### src/sv/mel_to_cepstrum_dct_unit_assert.svh
// Assertion macros for the mel-to-cepstrum DCT unit.
// Included by the top level; no other dependencies.
`ifndef MEL_TO_CEPSTRUM_DCT_UNIT_ASSERT_SVH
`define MEL_TO_CEPSTRUM_DCT_UNIT_ASSERT_SVH

`ifndef SYNTH
// Same-cycle implication, checked at every rising edge outside reset.
`define MCD_ASSERT_IMP(lbl, clk, rstn, ante, cons, msg) \
  lbl: assert property (@(posedge clk) disable iff (!rstn) (ante) |-> (cons)) \
    else $error(msg);
// Next-cycle implication, checked at every rising edge outside reset.
`define MCD_ASSERT_NXT(lbl, clk, rstn, ante, cons, msg) \
  lbl: assert property (@(posedge clk) disable iff (!rstn) (ante) |=> (cons)) \
    else $error(msg);
`else
`define MCD_ASSERT_IMP(lbl, clk, rstn, ante, cons, msg)
`define MCD_ASSERT_NXT(lbl, clk, rstn, ante, cons, msg)
`endif

`endif

### src/sv/mcd_pkg.sv
// Shared widths, constants and types of the mel-to-cepstrum DCT unit.
// No dependencies; used by every module of the block.
package mcd_pkg;

  localparam int MEL_W       = 16;   // mel energy, unsigned
  localparam int COEF_W      = 16;   // DCT coefficient, signed Q1.15
  localparam int PROD_W      = 32;   // mel times coefficient
  localparam int ACC_W       = 38;   // per-row accumulator
  localparam int VAL_W       = 25;   // output value, 4 fractional bits
  localparam int IDX_W       = 4;    // output coefficient index
  localparam int RND_SHIFT   = 11;   // Q15 down to Q4
  localparam int SUM_W       = ACC_W + 1;
  localparam int SH_W        = SUM_W - RND_SHIFT;
  localparam int OUT_TDATA_W = 32;
  localparam int OUT_PAD     = OUT_TDATA_W - VAL_W - IDX_W;
  localparam int Q_DEPTH     = 4;
  localparam int Q_PTR_W     = 2;

  typedef logic signed [ACC_W-1:0]  acc_t;
  typedef logic signed [COEF_W-1:0] coef_t;
  typedef logic signed [PROD_W-1:0] prod_t;

  typedef struct packed {
    logic             last;
    logic [VAL_W-1:0] value;
    logic [IDX_W-1:0] index;
  } out_item_t;

endpackage

### src/sv/mcd_queue.sv
// Short FIFO between the front end and the multiply-accumulate back end.
// Depends on mcd_pkg for its depth.
module mcd_queue #(
  parameter int W = 23
) (
  input  logic         clk,
  input  logic         rst_n,
  input  logic         push,
  input  logic [W-1:0] wdata,
  input  logic         pop,
  output logic [W-1:0] rdata,
  output logic         full,
  output logic         empty
);

  logic [W-1:0]                mem_r [mcd_pkg::Q_DEPTH];
  logic [mcd_pkg::Q_PTR_W-1:0] wr_ptr_r, wr_ptr_nxt;
  logic [mcd_pkg::Q_PTR_W-1:0] rd_ptr_r, rd_ptr_nxt;
  logic [mcd_pkg::Q_PTR_W:0]   count_r, count_nxt;
  logic                        do_push, do_pop;

  assign full    = (count_r == (mcd_pkg::Q_PTR_W + 1)'(mcd_pkg::Q_DEPTH));
  assign empty   = (count_r == '0);
  assign do_push = push && !full;
  assign do_pop  = pop && !empty;
  assign rdata   = mem_r[rd_ptr_r];

  always_comb begin
    wr_ptr_nxt = do_push ? wr_ptr_r + 1'b1 : wr_ptr_r;
    rd_ptr_nxt = do_pop ? rd_ptr_r + 1'b1 : rd_ptr_r;
    count_nxt  = count_r;
    if (do_push && !do_pop) begin
      count_nxt = count_r + 1'b1;
    end else if (do_pop && !do_push) begin
      count_nxt = count_r - 1'b1;
    end
  end

  always_ff @(posedge clk) begin
    if (!rst_n) begin
      wr_ptr_r <= '0;
      rd_ptr_r <= '0;
      count_r  <= '0;
    end else begin
      wr_ptr_r <= wr_ptr_nxt;
      rd_ptr_r <= rd_ptr_nxt;
      count_r  <= count_nxt;
    end
  end

  always_ff @(posedge clk) begin
    if (do_push) begin
      mem_r[wr_ptr_r] <= wdata;
    end
  end

endmodule

### config.mk
export PLATFORM = sky130hd
export DESIGN_NAME = mcd_queue
export DESIGN_NICKNAME = d
export VERILOG_FILES = /design/src/sv/mel_to_cepstrum_dct_unit_assert.svh /design/src/sv/mcd_pkg.sv /design/src/sv/mcd_queue.sv
export SDC_FILE = /design/constraint.sdc
export NUM_CORES = 1
export LEC_CHECK = 0
export BUFFER_PORTS_ARGS = -buffer_cell sky130_fd_sc_hd__buf_2
export CAP_MARGIN = 10
export CELL_PAD_IN_SITES_DETAIL_PLACEMENT = 1
export CELL_PAD_IN_SITES_GLOBAL_PLACEMENT = 1
export CORE_MARGIN = 2
export CORE_UTILIZATION = 35
export CTS_CLUSTER_SIZE = 28
export DETAILED_ROUTE_END_ITERATION = 10
export PLACE_DENSITY = 0.57
export SLEW_MARGIN = 25
export SYNTH_ARGS = -nofsm -noshare
export SYNTH_HDL_FRONTEND = slang
export SYNTH_SLANG_ARGS = --single-unit
### constraint.sdc
create_clock -name clk -period 2.9 [get_ports clk]
set_clock_uncertainty 0.2 [all_clocks]
set_input_delay 0.58 -clock clk [delete_from_list [all_inputs] [get_ports clk]]
set_output_delay 0.58 -clock clk [all_outputs]
set_load 0.005 [all_outputs]
## Yosys cells after proc, flatten, opt, wreduce, memory -nomap -nowiden

Memory sizes are Yosys's and may differ from the RTL's. A register that Yosys moved wholly into a read port is not among the register bits.
Index checks and enable logic that the tools add are counted.

| storage, ports and cells | value |
|---|---|
| bits in registers | 7 |
| memory bits (writable) | 92 |
| bits of input ports | 27 |
| output and inout port bits | 25 |
| word-level logic and storage cells | 25 |
| memories kept | 1 |

| cells by class | value |
|---|---|
| add/sub/neg operators | 4 |
| eq/ne operators | 1 |
| muxes and demuxes | 6 |
| reduce and logical (&&, ||, !) cells | 10 |

Memories:

| name | words | bits a word | rd ports | clocked after memory_dff | wr ports | RTL line | source |
|---|---|---|---|---|---|---|---|
| mem_r | 4 | 23 | 1 | 1 | 1 | mcd_queue.sv:16 | `logic [W-1:0] mem_r [mcd_pkg::Q_DEPTH];` |

Operators by type and width:

| kind | count |
|---|---|
| 3-bit 2-to-1 mux | 2 |
| 2-bit by 1-bit adder with 2-bit output (second input constant) | 2 |
| 1-bit logical AND | 4 |
| 1-bit zero test | 4 |
| 2-bit 2-to-1 mux | 2 |
| 3-bit by 1-bit adder with 3-bit output (second input constant) | 1 |
| 3-bit equality test (second input constant) | 1 |
| 3-bit zero test | 1 |
| 3-bit by 1-bit subtractor with 3-bit output (second input constant) | 1 |
| 1-bit 2-to-1 mux | 2 |
| 2-bit nonzero test | 1 |

## Depth between registers and ports, before layout

| logic depth | value |
|---|---|
| depth in word-level cells | 7 |
| depth in mapped cells | 9 |
| depth with buffers taken out | 8 |

## Worst setup path before layout

OpenSTA, ideal clock, no wires.

| timing | value |
|---|---|
| path type | input to register |
| from | input push |
| to | register count_r[2] (netlist bit) |
| setup time | 0.070 ns |
| arrival time | 1.991 ns |
| data required time | 2.630 ns |
| slack | 0.639 ns |
| cell stages on the path | 8 |
| buffers on the path | 1 |
| cell sequence | nor2b_1 -> buf_6 -> ha_1 -> inv_1 -> fa_1 -> xor2_1 -> or3_1 -> a21boi_1 |

| between the ends | value |
|---|---|
| cells in the longest elaborated chain, start to end | 4 |
| elaborated cells between the ends (all ways) | 6 |
| those cells by class | mux (1); reduce/logical (5) |

RTL lines:

| item | RTL line | source |
|---|---|---|
| start, declared | mcd_queue.sv:8 | `input logic push,` |
| 1-bit logical AND (*) | mcd_queue.sv:24 | `assign do_push = push && !full;` |
| named net do_push | mcd_queue.sv:20 | `logic do_push, do_pop;` |
| 1-bit zero test | mcd_queue.sv:34 | `end else if (do_pop && !do_push) begin` |
| 1-bit logical AND | mcd_queue.sv:34 |  |
| 2-bit nonzero test (no line) | - |  |
| end signal, assigned | mcd_queue.sv:47 | `count_r <= count_nxt;` |
| end, declared | mcd_queue.sv:19 | `logic [mcd_pkg::Q_PTR_W:0] count_r, count_nxt;` |

Mark *: on every way through the listed nets, which the timed path passes. The rest lies on a longest branch.
A chain may end at the register's enable or synchronous reset.

==> flow_summary_export.csv <==
group,metric,value,unit
yosys,ys_warn_count,0,
pwr,p_leak,1.51,nW
global_routing,antenna_found_initial,0,
detailed_routing,vias_per_cell,4.67,
timing,tns,0,ps
final_layout,layout_common_cells,"edfxtp_1, buf_2, mux4_2, clkbuf_8",
final_layout,area_delta_synth_final,15.9,%
worst_hold_path,min_path_type,"input port to flip-flop",
global_routing,grt_pass1_vias,1880,
timing,min_period,2400,ps
detailed_routing,vias,1751,
final_layout,drive_gt1_share,42.6,%
worst_setup_path,end_kind,"primary output",
clocking,clock_sinks,101,
floorplan,die_w,109,um
global_routing,grt_start_max_net_pins,24,
timing,period_share,82.9,%
clocking,insertion_delay,360,ps
yosys,ys_ff_latch,101,
floorplan,io-pin-count,52,
floorplan,fp.dieH,109,um
timing,rsz0062_at_grt,"false",
floorplan,initial_utilization,35.7,%
pwr,ir_worst_vdd,0.296,mV
clocking,clockRootBuffer,"clkbuf_8",
timing,timing.fmax,0.416,GHz
run,maxCapViolCount,0,
placement,io_buffer_count,51,
yosys,syn_inst,168,
detailed_routing,wl,6540,um
worst_setup_path,cp_max_fo,23,
detailed_routing,drc,0,
timing,hold_viol,0,
detailed_routing,dr.pass1.iters,4,
worst_setup_path,critPathKind,"flip-flop to primary output",
worst_setup_path,critPathLaunchType,"flip-flop",
global_routing,grt_usage,12.4,%
final_layout,antenna_cells,0,
final_layout,fin_nets,263,
yosys,async_flop_share,0,%
worst_setup_path,critPathMaxStageDelay,550,ps
timing,setup_viol,0,
placement,place_congestion,0.648,
yosys,synth-edff-count,92,
worst_setup_path,critical_path_required,2120,ps
global_routing,grt_overflow,0,
timing,drv_slew,0,
pwr,power_density,804,nW/um^2
clocking,path_clk_slew,110,ps
clocking,post_cts_buffers,0,
worst_setup_path,cp_slowest_cell,"mux4_2",
detailed_routing,antenna_left,0,
worst_setup_path,path_cells,"buf_12 -> mux4_2 -> buf_2",
yosys,ys_seq_area_share,76.8,%
floorplan,design.core.area,10700,sq um
clocking,cts.path.max_buffers,2,
clocking,numCtsBuffers,9,
floorplan,die-area,11800,sq um
detailed_routing,avgRoutedWirePerCell,17.4,um
detailed_routing,drtIter0Drc,66,
timing,worst_hold_slack,227,ps
worst_hold_path,worstHoldStart,"wdata[21]",
worst_setup_path,worstReg2RegStart,"count_r[0]",
timing,max_slew.worst_pin.slew,382,ps
global_routing,grt_first_pass_wirelength,10500,um
yosys,synthFlopType,"edfxtp_1",
yosys,syn-num-nets,201,
yosys,syn_area,3830,sq um
clocking,cts_tree,"built",
final_layout,mostFrequentLayoutCell,"edfxtp_1",
final_layout,fillCellCount,1073,
yosys,synthesis.area_per_instance,22.8,sq um
yosys,synth.distinct_cells,23,
outcome,outcome,"completed",
worst_setup_path,crit_arrival,1620,ps
timing,slew_headroom,74.5,%
clocking,post_cts_resized,0,
floorplan,rows,38,
clocking,cts_max_level,3,
clocking,cts.hold.buffers_added,0,
-- metal layers --
layer  vias up  share of wire, %  GRT usage, %
met1       904                45          16.6
li1        801                 -             -
met2        41                50          19.4
met4         0              0.64          3.30
met3         5               4.7          4.06
met5         -                 0             0
-- power by group --
group	leakage (nW)	internal, mW	total (mW)	switching, mW
Sequential	0.918	1.77	1.84	0.0688
Combinational	0.495	0.481	0.894	0.413
Clock	0.0943	0.333	0.835	0.501
Total	1.51	2.59	3.57	0.983
-- synthesized netlist by cell type (2+ instances only) --
| cell type | instances | area (sq um) |
|---|---|---|
| mux4_2 | 23 | 518 |
| buf_12 | 2 | 40.0 |
| ha_1 | 5 | 62.6 |
| nor2b_1 | 2 | 12.5 |
| edfxtp_1 | 92 | 2760 |
| mux2i_1 | 3 | 30.0 |
| nand2_1 | 4 | 15.0 |
| inv_1 | 3 | 11.3 |
| and2_1 | 8 | 50.1 |
| buf_2 | 2 | 10.0 |
| xnor2_1 | 3 | 26.3 |
| dfxtp_1 | 9 | 180 |
| buf_6 | 2 | 22.5 |
-- critical path: cells and delay by family, from the launching register on --
| kind | cells | cell delay [ps] |
|---|---|---|
| muxes | 1 | 550 |
| buffers and inverters | 2 | 370 |
| DFF | 1 | 350 |
-- layout make-up --
cell class | count | area (sq um) | area share (%)
multi-input cells | 57 | 801 | 18.0
repair buffers | 58 | 320 | 7.21
well taps | 140 | 175 | 3.94
inverters | 3 | 11.3 | 0.254
flip-flops and latches | 101 | 2940 | 66.3
clock inverters | 7 | 65.1 | 1.47
clock buffers | 9 | 124 | 2.79
-- worst paths after layout --
| check | cells past startpoint | slack (ps) | to |
|---|---|---|---|
| setup / recovery | 3 | 500 | rdata[9] |
| hold / removal | 1 | 230 | mem_r[0][21] |
| setup reg to reg | 8 | 590 | count_r[2] |
| hold reg to reg | 2 | 310 | wr_ptr_r[0] |
-- sequential cells by signal (all words and copies together) (netlist names), named ones only --
signal and cells:
wr_ptr_r 2, rd_ptr_r 2, mem_r 92, count_r 3
-- kinds of logic after synthesis --
group | Yosys count | synth area share (%)
buf+inv | 10 | 2.29
mux | 26 | 14.3
xor+xnor | 4 | 0.915
flops | 101 | 76.8
compound gates | 4 | 0.882
simple gates | 17 | 2.65
fa+ha+maj | 6 | 2.16
-- through the flow --
stage          cell area, sq um  setup WS [ps]  utilization [%]  power, mW  std cells
5_1_grt                    4440            399             41.3       3.79        375
3_3_place_gp               4250            597             39.6       2.79        359
2_1_floorplan              3830            639                -       2.50        168
6_report                   4440            496             41.3       3.57        375
4_1_cts                    4440            447             41.3       3.65        375
3_5_place_dp               4250            538             39.6       2.81        359
Note: power is estimated with default switching activity, not from simulation.
