--- config.mk ---
export PLATFORM = sky130hd
export DESIGN_NAME = mcd_front
export DESIGN_NICKNAME = d
export VERILOG_FILES = /design/src/sv/mel_to_cepstrum_dct_unit_assert.svh /design/src/sv/mcd_pkg.sv /design/src/sv/mcd_front.sv
export SDC_FILE = /design/constraint.sdc
export NUM_CORES = 1
export LEC_CHECK = 0
export ABC_CLOCK_PERIOD_IN_PS = 1450
export BUFFER_PORTS_ARGS = -buffer_cell sky130_fd_sc_hd__buf_2
export CAP_MARGIN = 10
export CELL_PAD_IN_SITES_DETAIL_PLACEMENT = 0
export CELL_PAD_IN_SITES_GLOBAL_PLACEMENT = 1
export CORE_MARGIN = 3
export CORE_UTILIZATION = 21
export CTS_CLUSTER_SIZE = 28
export DETAILED_ROUTE_END_ITERATION = 10
export GPL_TIMING_DRIVEN = 0
export HOLD_SLACK_MARGIN = 0.15
export PLACE_DENSITY_LB_ADDON = 0.1
export SYNTH_ARGS = -nofsm -noshare
export SYNTH_HDL_FRONTEND = slang
export SYNTH_SLANG_ARGS = --single-unit
--- constraint.sdc ---
create_clock -name clk -period 1.45 [get_ports clk]
set_clock_uncertainty 0.15 [all_clocks]
set_input_delay 0.435 -clock clk [delete_from_list [all_inputs] [get_ports clk]]
set_output_delay 0.435 -clock clk [all_outputs]
set_load 0.02 [all_outputs]
--- src/sv/mel_to_cepstrum_dct_unit_assert.svh ---
// Assertion macros for the mel-to-cepstrum DCT unit.
// Included by the top level; no other dependencies.
`ifndef MEL_TO_CEPSTRUM_DCT_UNIT_ASSERT_SVH
`define MEL_TO_CEPSTRUM_DCT_UNIT_ASSERT_SVH

`ifndef SYNTH
// Same-cycle implication, checked at every rising edge outside reset.
`define MCD_ASSERT_IMP(lbl, clk, rstn, ante, cons, msg) \
  lbl: assert property (@(posedge clk) disable iff (!rstn) (ante) |-> (cons)) \
    else $error(msg);
// Next-cycle implication, checked at every rising edge outside reset.
`define MCD_ASSERT_NXT(lbl, clk, rstn, ante, cons, msg) \
  lbl: assert property (@(posedge clk) disable iff (!rstn) (ante) |=> (cons)) \
    else $error(msg);
`else
`define MCD_ASSERT_IMP(lbl, clk, rstn, ante, cons, msg)
`define MCD_ASSERT_NXT(lbl, clk, rstn, ante, cons, msg)
`endif

`endif

--- src/sv/mcd_pkg.sv ---
// Shared widths, constants and types of the mel-to-cepstrum DCT unit.
// No dependencies; used by every module of the block.
package mcd_pkg;

  localparam int MEL_W       = 16;   // mel energy, unsigned
  localparam int COEF_W      = 16;   // DCT coefficient, signed Q1.15
  localparam int PROD_W      = 32;   // mel times coefficient
  localparam int ACC_W       = 38;   // per-row accumulator
  localparam int VAL_W       = 25;   // output value, 4 fractional bits
  localparam int IDX_W       = 4;    // output coefficient index
  localparam int RND_SHIFT   = 11;   // Q15 down to Q4
  localparam int SUM_W       = ACC_W + 1;
  localparam int SH_W        = SUM_W - RND_SHIFT;
  localparam int OUT_TDATA_W = 32;
  localparam int OUT_PAD     = OUT_TDATA_W - VAL_W - IDX_W;
  localparam int Q_DEPTH     = 4;
  localparam int Q_PTR_W     = 2;

  typedef logic signed [ACC_W-1:0]  acc_t;
  typedef logic signed [COEF_W-1:0] coef_t;
  typedef logic signed [PROD_W-1:0] prod_t;

  typedef struct packed {
    logic             last;
    logic [VAL_W-1:0] value;
    logic [IDX_W-1:0] index;
  } out_item_t;

endpackage

--- src/sv/mcd_front.sv ---
// Front end: takes mel values, numbers them by bin and tags the frame end.
// Depends on mcd_pkg; feeds mcd_queue.
module mcd_front #(
  parameter int NUM_BANDS = 64
) (
  input  logic                         clk,
  input  logic                         rst_n,
  input  logic                         in_valid,
  output logic                         in_ready,
  input  logic [mcd_pkg::MEL_W-1:0]    in_mel,
  input  logic                         q_full,
  output logic                         q_push,
  output logic [$clog2(NUM_BANDS)-1:0] q_bin,
  output logic                         q_last,
  output logic [mcd_pkg::MEL_W-1:0]    q_mel
);

  localparam int BIN_W = $clog2(NUM_BANDS);

  logic [BIN_W-1:0] bin_r, bin_nxt;

  assign in_ready = !q_full;
  assign q_push   = in_valid && !q_full;
  assign q_bin    = bin_r;
  assign q_last   = (bin_r == BIN_W'(NUM_BANDS - 1));
  assign q_mel    = in_mel;

  always_comb begin
    bin_nxt = bin_r;
    if (q_push) begin
      bin_nxt = q_last ? '0 : bin_r + 1'b1;
    end
  end

  always_ff @(posedge clk) begin
    if (!rst_n) begin
      bin_r <= '0;
    end else begin
      bin_r <= bin_nxt;
    end
  end

endmodule

-- Word level (Yosys, flattened, before mapping)
Index checks and enable logic that the tools add are counted.
- add/sub/neg operators: 1
- equality and inequality tests: 1
- muxes and demuxes: 1
- reduce and logical (&&, ||, !) cells: 2
- operator list (kind ; number):
    adder 6 x 1 -> 6 bit (second input constant) ; 1
    == test 6 bit (second input constant) ; 1
    two-way mux 6 bit ; 1
    logical AND 1 bit ; 1
    zero test 1 bit ; 1
- bits in registers: 6
- word-level logic and storage cells: 6

-- Depth between registers and ports, before layout
Gate-level depths: netlist (run 1).
- depth after elaboration: 2
- mapped depth: 4
- depth with buffers taken out: 4

-- Least setup slack after synthesis (run 1)
No wires, ideal clock.
- kind: flip-flop to output port
- start: reg bin_r[0], in the netlist q_bin[0]
- end: out q_last
- arrival: 1.180 ns
- data required time: 0.865 ns
- slack: -0.315 ns
- stages on the path, launching flop included: 4
- path buffers: 0
- cells stage by stage: dfxtp_1 ha_1 nand3_1 nor2_1
- cells in the longest elaborated chain, start to end: 1
- RTL lines (what ; line ; text):
    from (decl) ; mcd_front.sv:20 ; logic [BIN_W-1:0] bin_r, bin_nxt;
    from (signal assigned) ; mcd_front.sv:39 ; bin_r <= bin_nxt;
    == test 6 bit ; mcd_front.sv:25 ; assign q_last = (bin_r == BIN_W'(NUM_BANDS - 1));
    to (decl) ; mcd_front.sv:14 ; output logic q_last,
Every way passes these cells.

-- Final worst setup path (run 1)
- start: reg bin_r[1], in the netlist q_bin[1]
- end: out q_last
Same word-level chain as after synthesis.

==> summary.txt, run 1 <==
Setup path
  • FF-to-FF setup slack: 0.08 ns
  • Critical path fanouts, max: 2
  • R2r endpoint: q_bin[4]
  • R2r startpoint: q_bin[1]
  • Worst Reg-to-Reg Cells: 5
  • Endpoint class of the critical path: output pin
  • CP required: 0.87 ns
  • Arrival @ worst endpoint: 1.05 ns
  • Critical Path Start: q_bin[1]
  • Critical Path Start Type: flip-flop
  • Crit Path Category: flip-flop to output pin

Final layout
  • Most frequent cells in the layout: buf_2 (23), buf_4 (22), buf_6 (6)
  • Antenna Cells: 0
  • Area Growth Syn to Fin: 78.24%
  • Most common cell after layout, fill and taps aside: buf_2
  • Fillers: 207
  • Number of flip-flops in the largest register: 6
  • Fin nets: 113
  • Share of post-route cells with drive strength above 1: 71.43%

Die
  • Die Footprint: 2602 sq um
  • Chip width: 51.01 um
  • Starting Density: 23.37%
  • FP Rows: 15
  • Die H: 51.01 um
  • IO Pins: 45
  • Core Region: 1821 sq um

Power
  • Switch share: 31.83%
  • Pwr per Cell Area: 685.0 nW/um^2
  • Logic gate share of total power: 30.8%
  • Seq pwr share: 34.4%
  • Leakage Power: 0.3664 nW
  • Cell Int Power: 354.1 uW
  • NetSw: 165.3 uW
  • Worst IR Drop VDD: 0.3823 mV
  • Clock network power share: 34.8%

Synthesis
  • Syn. warnings: 0
  • Register area share after synthesis: 28.24%
  • Avg Cell Area, Syn: 8.181 sq um
  • Post-Synthesis Net Count: 73
  • Synthesis-stage register bit count: 6
  • Post-synth design cell area: 425.4 sq um
  • Cells after Synth: 52
  • Yosys cell types: 21

Drt
  • DR vias/cell: 4.302
  • Post-route ant nets: 0
  • DRT Wirelength: 1240 um
  • Initial drt markers: 5
  • DR WL/cell: 10.69 um
  • Detailed Routing Iterations Pass 1: 4
  • DRC: 0
  • Vias: 499

STA
  • Rel. slew slack: 90.38%
  • Final hold violations: 0
  • Period utilisation layout: 112.4%
  • Hold WS: 0.3273 ns
  • RSZ-0062 raised after global routing: yes
  • Fin crit period: 1.630 ns
  • Final setup violating endpoints: 1
  • Final WS setup: -0.1805 ns
  • Fin. max-slew vios: 0
  • Tightest Pin Transition: 0.1428 ns
  • F_max: 0.6133 GHz

GRT
  • First-pass GRT wire length: 1856 um
  • Global route overflow: 0
  • Largest net degree at the start of global routing: 7
  • Gr usage total: 9.677%
  • GRT busiest layer: met2
  • Vias in the first global route: 436
  • Met1 Resource Use GR: 11.07%
  • Antenna violations before repair: 0
  • Met3 GRT Util: 5.831%
  • Grt met2 use: 15.67%

Clock network
  • Clock buffer depth: 2
  • CTS tree: built
  • CTS sink cnt: 6
  • Root buffer cell: clkbuf_4
  • Hold_buf cts: 0
  • H-tree levels: 1
  • CTS buffer count: 3
  • Clock transition at path regs: 0.06 ns
  • Clock latency on the worst-skew pair: 0.25 ns

Status
  • Failing checks: setup timing
  • Status: finished, violations left

Worst hold path
  • Hold path endpoint: q_bin[0]
  • Worst hold path class: input pin to flip-flop
  • Worst Hold Path Cells: 3
  • HP Start: rst_n

Placement
  • IO Port Bufs: 28
  • Detailed Place HPWL: 909.6 um
  • Routability Congestion: 0.6819
  • Pre-CTS setup slack: -0.1575 ns

Job
  • Max Cap Viol: 0
[per-stage QoR]
stage	std cells	setup TNS (ns)	total power, mW	utilization (%)	cell area [sq um]
after CTS	116	-0.2316	0.5304	41.31	752.0
after global placement	105	-0.2801	0.3239	34.64	630.6
after global routing	116	-0.2798	0.5488	41.65	758.2
final	116	-0.1805	0.5194	41.65	758.2
after detailed placement	105	-0.2704	0.3239	34.64	630.6
after floorplan	52	0	0.2810	-	459.2
[layout make-up]
cell class              instances  area, sq um  share of cell area (%)
repair buffers                 35        227.7                   30.03
multi-input cells              27        206.4                   27.23
flip-flops and latches          6        132.6                   17.49
plain buffers                  16        120.1                   15.84
well taps                      25        31.28                   4.125
clock buffers                   4        26.28                   3.465
inverters                       3        13.76                   1.815
[cells in the mapped netlist]
| cell | number | area share (%) |
|---|---|---|
| buf_4 | 16 | 28 |
| dfxtp_1 | 6 | 28 |
| nand2_1 | 5 | 4.4 |
| nand3_1 | 3 | 3.5 |
| nor2_1 | 3 | 2.6 |
| or3_1 | 3 | 4.4 |
| inv_1 | 2 | 1.8 |
| a21oi_1 | 1 | 1.2 |
| a31oi_1 | 1 | 1.5 |
| ha_1 | 1 | 2.9 |
| inv_2 | 1 | 0.88 |
| mux2i_1 | 1 | 2.4 |
| nand2b_4 | 1 | 3.2 |
| nand3_2 | 1 | 2.4 |
| nand3b_1 | 1 | 1.8 |
| nand4b_1 | 1 | 2.1 |
| o21ai_0 | 1 | 1.2 |
| o221ai_1 | 1 | 2.1 |
| o22ai_1 | 1 | 1.5 |
| or4_1 | 1 | 1.8 |
| xor2_1 | 1 | 2.1 |
[timing repair]
item / in CTS / in global routing
pin swaps: 2 / 1
setup endpoints to repair: 3 / 5
buffers inserted: 7 / 0
hold endpoints to repair: 0 / 0
gates resized for setup: 13 / 2
[critical path, cell delays in order (launching register included)]
cell and delay, ns:
dfxtp_4 0.35, ha_4 0.14, nand3_4 0.07, nor2_4 0.10
buf_6 0.12
[power groups by stage]
stage                     clock [mW]  combinational, mW  sequential (mW)
final                          0.181              0.160            0.179
after global placement             0              0.138            0.185
after CTS                      0.190              0.160            0.180
after floorplan                    0             0.0881            0.193
after detailed placement           0              0.139            0.185
after global routing           0.199              0.170            0.180
[per-layer routing]
metal / vias up / wire [um]
met5: - / 0
met4: 0 / 0
met3: 0 / 165
met2: 39 / 545
met1: 217 / 530
li1: 243 / -
[worst max path at each step]
stage	end
floorplan	q_last
global placement	q_push
detailed placement	q_push
CTS	q_last
global route	q_last
finish	q_last
[logic make-up after synthesis]
kind of cell | Yosys count | share of synthesized area (%)
compound gates | 5 | 7.353
xor+xnor | 1 | 2.059
fa+ha+maj | 1 | 2.941
buf+inv | 19 | 30.88
flops | 6 | 28.24
mux | 1 | 2.353
simple gates | 19 | 26.18
No activity file was read; power rests on OpenSTA's default activity.
==> inputs of run 2 (changes only) <==
--- a/config.mk
+++ b/config.mk
@@ -16,7 +16,7 @@
 export DETAILED_ROUTE_END_ITERATION = 10
 export GPL_TIMING_DRIVEN = 0
 export HOLD_SLACK_MARGIN = 0.15
-export PLACE_DENSITY_LB_ADDON = 0.1
+export PLACE_DENSITY = 0.74
 export SYNTH_ARGS = -nofsm -noshare
 export SYNTH_HDL_FRONTEND = slang
 export SYNTH_SLANG_ARGS = --single-unit
==> run 2 against run 1 <==
The run still ends with setup timing left; critical path depth did not move; combinational power rose by 3%; power fell by 0.82%; first-iteration DRC count fell by 80%; clock power fell by 7%; worst setup slack got worse by 0.028 ns; largest cell class unchanged.
==> summary.txt, run 2 (same netlist as run 1, synthesis figures left out) <==
Power
  • Leakage Power: 0.3722 nW
  • Pwr per Cell Area: 671.7 nW/um^2
  • Worst IR Drop VDD: 0.3901 mV
  • Power Total: 515.2 uW

Die
  • Core Region: 1821 sq um
  • Die Footprint: 2602 sq um
  • Chip width: 51.01 um
  • IO Pins: 45
  • FP Rows: 15
  • Die H: 51.01 um
  • Starting Density: 23.37%

Clock network
  • CTS sink cnt: 6
  • Hold_buf cts: 0
  • Clock latency on the worst-skew pair: 0.25 ns
  • Clock buffer depth: 2
  • CTS tree: built
  • Root buffer cell: clkbuf_4
  • Clock transition at path regs: 0.05 ns
  • CTS buffer count: 3
  • H-tree levels: 1

Job
  • Max Cap Viol: 0

Final layout
  • Fin nets: 114
  • Post-layout instance area: 767.0 sq um
  • Share of post-route cells with drive strength above 1: 71.74%
  • Fillers: 189
  • Number of flip-flops in the largest register: 6
  • Layout Cells excl Fill: 117
  • Most common cell after layout, fill and taps aside: buf_2
  • Area Growth Syn to Fin: 80.29%
  • Antenna Cells: 0
  • Most frequent cells in the layout: buf_2 (23), buf_4 (22), buf_6 (7)

Setup path
  • Critical Path Start Type: flip-flop
  • Critical path fanouts, max: 2
  • CP required: 0.87 ns
  • Crit Path Category: flip-flop to output pin
  • Endpoint class of the critical path: output pin
  • Arrival @ worst endpoint: 1.07 ns

Placement
  • Detailed Place HPWL: 914.1 um
  • IO Port Bufs: 28
  • Placed inst area: 630.6 sq um
  • Pre-CTS setup slack: -0.1556 ns
  • Routability Congestion: 0.6951
  • Placed instance count: 105

Worst hold path
  • Worst hold path class: input pin to flip-flop

STA
  • Fin crit period: 1.658 ns
  • Hold WS: 0.3272 ns
  • Final hold violations: 0
  • Period utilisation layout: 114.4%
  • RSZ-0062 raised after global routing: yes
  • F_max: 0.6031 GHz
  • Final WS setup: -0.2081 ns
  • Rel. slew slack: 89.46%
  • Fin. max-slew vios: 0
  • Final setup violating endpoints: 2
  • Tightest Pin Transition: 0.1564 ns

GRT
  • Antenna violations before repair: 0
  • Vias in the first global route: 430
  • Largest net degree at the start of global routing: 7
  • Gr usage total: 9.202%
  • Global route overflow: 0
  • First-pass GRT wire length: 1759 um

Drt
  • Detailed Routing Iterations Pass 1: 4
  • DR WL/cell: 10.98 um
  • DR vias/cell: 4.154
  • Post-route ant nets: 0
  • DRT Wirelength: 1285 um
  • DRC: 0
  • Vias: 486
  • Initial drt markers: 1

Status
  • Failing checks: setup timing
  • Status: finished, violations left
run 2: worst max-delay path: stages (launching register included):
cell     delay (ns)
dfxtp_4        0.36
ha_4           0.14
nand3_4        0.09
nor2_4         0.11
buf_6          0.12
run 2: layer usage:
metal / part of all wire, % / up-vias / track usage [%]
li1: - / 242 / -
met1: 38 / 216 / 9.700
met2: 52 / 28 / 14.81
met3: 10 / 0 / 6.122
met4: 0 / 0 / 2.691
met5: 0 / - / 0
run 2: what timing repair did:
| action | CTS | global route |
|---|---|---|
| setup endpoints to repair | 3 | 5 |
| pin swaps | 2 | 0 |
| hold endpoints to repair | 0 | 0 |
| buffers inserted | 6 | 2 |
| gates resized for setup | 13 | 2 |
run 2: power breakdown:
part	switching (mW)	internal (mW)	total, mW
clock network	0.0645	0.104	0.169
registers	0.00978	0.172	0.181
logic	0.0818	0.0830	0.165
run 2: final timing paths:
kind	startpoint	endpoint	slack (ns)	cells after the start
max	q_bin[0]	q_last	-0.21	4
min	rst_n	q_bin[0]	0.33	3
max reg2reg	q_bin[0]	q_bin[4]	0.04	5
min reg2reg	q_bin[5]	q_bin[5]	0.37	2
run 2: area by class of cell:
| type | count | area [sq um] | share of cell area [%] |
|---|---|---|---|
| Sequential cell | 6 | 130.1 | 16.97 |
| Tap cell | 25 | 31.28 | 4.078 |
| Buffer | 16 | 120.1 | 15.66 |
| Timing Repair Buffer | 36 | 239.0 | 31.16 |
| Inverter | 3 | 13.76 | 1.794 |
| Clock buffer | 4 | 26.28 | 3.426 |
| Multi-Input combinational cell | 27 | 206.4 | 26.92 |
run 2: stage by stage:
step           utilization (%)  setup TNS [ns]
2_1_floorplan                -               0
3_3_place_gp             34.64         -0.2401
3_5_place_dp             34.64         -0.2683
4_1_cts                  40.89         -0.2154
5_1_grt                  42.13         -0.4043
6_report                 42.13         -0.2902
==> inputs of run 3 (changes only) <==
--- a/config.mk
+++ b/config.mk
@@ -5,18 +5,18 @@
 export SDC_FILE = /design/constraint.sdc
 export NUM_CORES = 1
 export LEC_CHECK = 0
-export ABC_CLOCK_PERIOD_IN_PS = 1450
+export ABC_CLOCK_PERIOD_IN_PS = 2029
 export BUFFER_PORTS_ARGS = -buffer_cell sky130_fd_sc_hd__buf_2
 export CAP_MARGIN = 10
 export CELL_PAD_IN_SITES_DETAIL_PLACEMENT = 0
 export CELL_PAD_IN_SITES_GLOBAL_PLACEMENT = 1
 export CORE_MARGIN = 3
-export CORE_UTILIZATION = 21
+export CORE_UTILIZATION = 22
 export CTS_CLUSTER_SIZE = 28
 export DETAILED_ROUTE_END_ITERATION = 10
 export GPL_TIMING_DRIVEN = 0
 export HOLD_SLACK_MARGIN = 0.15
-export PLACE_DENSITY = 0.74
+export PLACE_DENSITY = 0.77
 export SYNTH_ARGS = -nofsm -noshare
 export SYNTH_HDL_FRONTEND = slang
 export SYNTH_SLANG_ARGS = --single-unit
==> constraint.sdc (replaced) <==
create_clock -name clk -period 2.03 [get_ports clk]
set_clock_uncertainty 0.15 [all_clocks]
set_input_delay 0.609 -clock clk [delete_from_list [all_inputs] [get_ports clk]]
set_output_delay 0.609 -clock clk [all_outputs]
set_load 0.02 [all_outputs]
==> run 3 against run 2 <==
The flow now finishes without violations; first-iteration DRC count rose to 5.0 times the previous value; hold slack better by 0.046 ns; cell count shrank 6.8%; wire length is 15% lower; core utilization decreased by 5.3 points; register-to-register slack gained 0.66 ns; sequential share of layout area is 1.7 points higher; critical path type unchanged; sequential power down 27%; non-clock buffer count shrank 7; clock power down 29%; count of clock-buffer cells in the layout down 1.
==> summary.txt, run 3 (same netlist as run 1, synthesis figures left out) <==
Drt
  • Post-route ant nets: 0
  • DRC: 0
  • Detailed Routing Iterations Pass 1: 5
  • DR vias/cell: 4.266
  • DRT Wirelength: 1087 um
  • Vias: 465
  • Initial drt markers: 5
  • DR WL/cell: 9.972 um

Clock network
  • CTS sink cnt: 6
  • CTS tree: built
  • Root buffer cell: clkbuf_4
  • Clock buffer depth: 2
  • Hold_buf cts: 0
  • H-tree levels: 1
  • CTS buffer count: 3
  • Clock transition at path regs: 0.05 ns
  • Clock latency on the worst-skew pair: 0.25 ns

Power
  • Switch share: 32.32%
  • NetSw: 113.0 uW
  • Pwr per Cell Area: 532.4 nW/um^2
  • Cell Int Power: 236.7 uW
  • Leakage Power: 0.3286 nW
  • Seq pwr share: 37.6%
  • Logic gate share of total power: 28.0%
  • Clock network power share: 34.3%
  • Worst IR Drop VDD: 0.3875 mV

Setup path
  • Slowest cell on crit path: dfxtp_2
  • CP peak stage delay: 0.38 ns
  • Endpoint class of the critical path: output pin
  • Critical Path Start Type: flip-flop
  • Critical path cell sequence: ha_4 > nand3_2 > nor2_4 > buf_4
  • FF-to-FF setup slack: 0.70 ns
  • Worst Reg-to-Reg Cells: 4
  • R2r endpoint: q_bin[4]
  • Crit Path Category: flip-flop to output pin
  • Critical Path Start: q_bin[0]
  • R2r startpoint: q_bin[0]
  • Critical path fanouts, max: 5
  • CP required: 1.27 ns
  • Arrival @ worst endpoint: 1.21 ns

Final layout
  • Most common cell after layout, fill and taps aside: buf_2
  • Fin nets: 107
  • Layout Cells excl Fill: 109
  • Area Growth Syn to Fin: 54.41%
  • Number of flip-flops in the largest register: 6
  • Most frequent cells in the layout: buf_2 (27), buf_4 (18), nand2_1 (5)
  • Final Core Density: 36.84%
  • Share of post-route cells with drive strength above 1: 66.67%
  • Antenna Cells: 0

Worst hold path
  • Worst hold path class: flip-flop to flip-flop
  • Worst Hold Path Cells: 2
  • Hold path endpoint: q_bin[4]
  • HP Start: q_bin[4]

Die
  • Core Region: 1783 sq um
  • FP Rows: 15
  • Chip width: 49.98 um
  • IO Pins: 45
  • Starting Density: 23.86%
  • Die H: 49.98 um
  • Die Footprint: 2498 sq um

GRT
  • Antenna violations before repair: 0
  • Global route overflow: 0
  • Vias in the first global route: 380
  • Gr usage total: 8.783%
  • Largest net degree at the start of global routing: 7
  • First-pass GRT wire length: 1642 um

STA
  • Final WS setup: 0.06241 ns
  • Final setup violating endpoints: 0
  • Final hold violations: 0
  • F_max: 0.5082 GHz
  • RSZ-0062 raised after global routing: no
  • Setup_tns: 0 ns
  • Period utilisation layout: 96.93%
  • Tightest Pin Transition: 0.2232 ns
  • Fin crit period: 1.968 ns
  • Rel. slew slack: 85.10%
  • Fin. max-slew vios: 0

Placement
  • IO Port Bufs: 28
  • Detailed Place HPWL: 802.4 um
  • Routability Congestion: 0.6512
  • Placed instance count: 105
  • Pre-CTS setup slack: 0.08510 ns

Status
  • Status: finished clean

Job
  • Max Cap Viol: 0
==> run 3: changes by cell type in the layout (fill, tap and decap cells not counted) <==
| cell | previous run | this run |
|---|---|---|
| buf_6 | 7 | 0 |
| buf_2 | 23 | 27 |
| buf_4 | 22 | 18 |
| dfxtp_1 | 2 | 4 |
| dfxtp_4 | 2 | 0 |
| clkbuf_1 | 1 | 0 |
| inv_1 | 1 | 2 |
| inv_4 | 1 | 0 |
| nand3_2 | 1 | 2 |
| nand3_4 | 1 | 0 |
==> run 3: worst max path at each step <==
stage,endpoint,slack [ns],cells after the start
after floorplan,q_last,0.09,3
after global placement,q_push,0.08,4
after detailed placement,q_push,0.09,4
after CTS,q_last,0.02,4
after global routing,q_last,0.003,4
final,q_last,0.06,4
==> run 3: worst max-delay path: cells and delay by family (launching register included) <==
| family | cells | cell delay, ns |
|---|---|---|
| buf+inv | 1 | 0.15 |
| flops | 1 | 0.38 |
| simple gates | 2 | 0.26 |
| fa+ha+maj | 1 | 0.16 |
==> run 3: layout make-up <==
class                   count  area [sq um]
fillers                   196          1126
multi-input cells          27         198.9
repair buffers             29         150.1
flip-flops and latches      6         122.6
plain buffers              16         120.1
well taps                  25         31.28
clock buffers               3         22.52
inverters                   3         11.26
==> run 3: per-layer routing <==
metal	up-vias	track usage, %	share of wire, %
met4	0	2.765	0
met5	-	0	0
li1	227	-	-
met1	199	9.636	38
met2	39	13.44	44
met3	0	6.042	18
==> run 3: stage by stage <==
| stage | hold slack, ns | area (sq um) | power (mW) |
|---|---|---|---|
| 2_1_floorplan | 0.4249 | 425.4 | 0.1999 |
| 3_5_place_dp | 0.3695 | 596.8 | 0.2297 |
| 4_1_cts | 0.3570 | 629.4 | 0.3493 |
| 5_1_grt | 0.4145 | 656.9 | 0.3662 |
| 3_3_place_gp | 0.3623 | 596.8 | 0.2292 |
| 6_report | 0.3729 | 656.9 | 0.3497 |
==> run 3: repair_timing <==
item                       4_1_cts  5_1_grt
buffers inserted                 0        1
gates resized for setup          5        3
gates cloned                     0        0
pin swaps                        0        1
setup endpoints to repair        1        1
==> run 3: power groups by stage <==
stage / clock, mW / sequential, mW / combinational, mW
final: 0.120 / 0.132 / 0.0981
after global routing: 0.128 / 0.133 / 0.105
after CTS: 0.121 / 0.130 / 0.0978
after detailed placement: 0 / 0.132 / 0.0974
after global placement: 0 / 0.132 / 0.0969
after floorplan: 0 / 0.138 / 0.0623
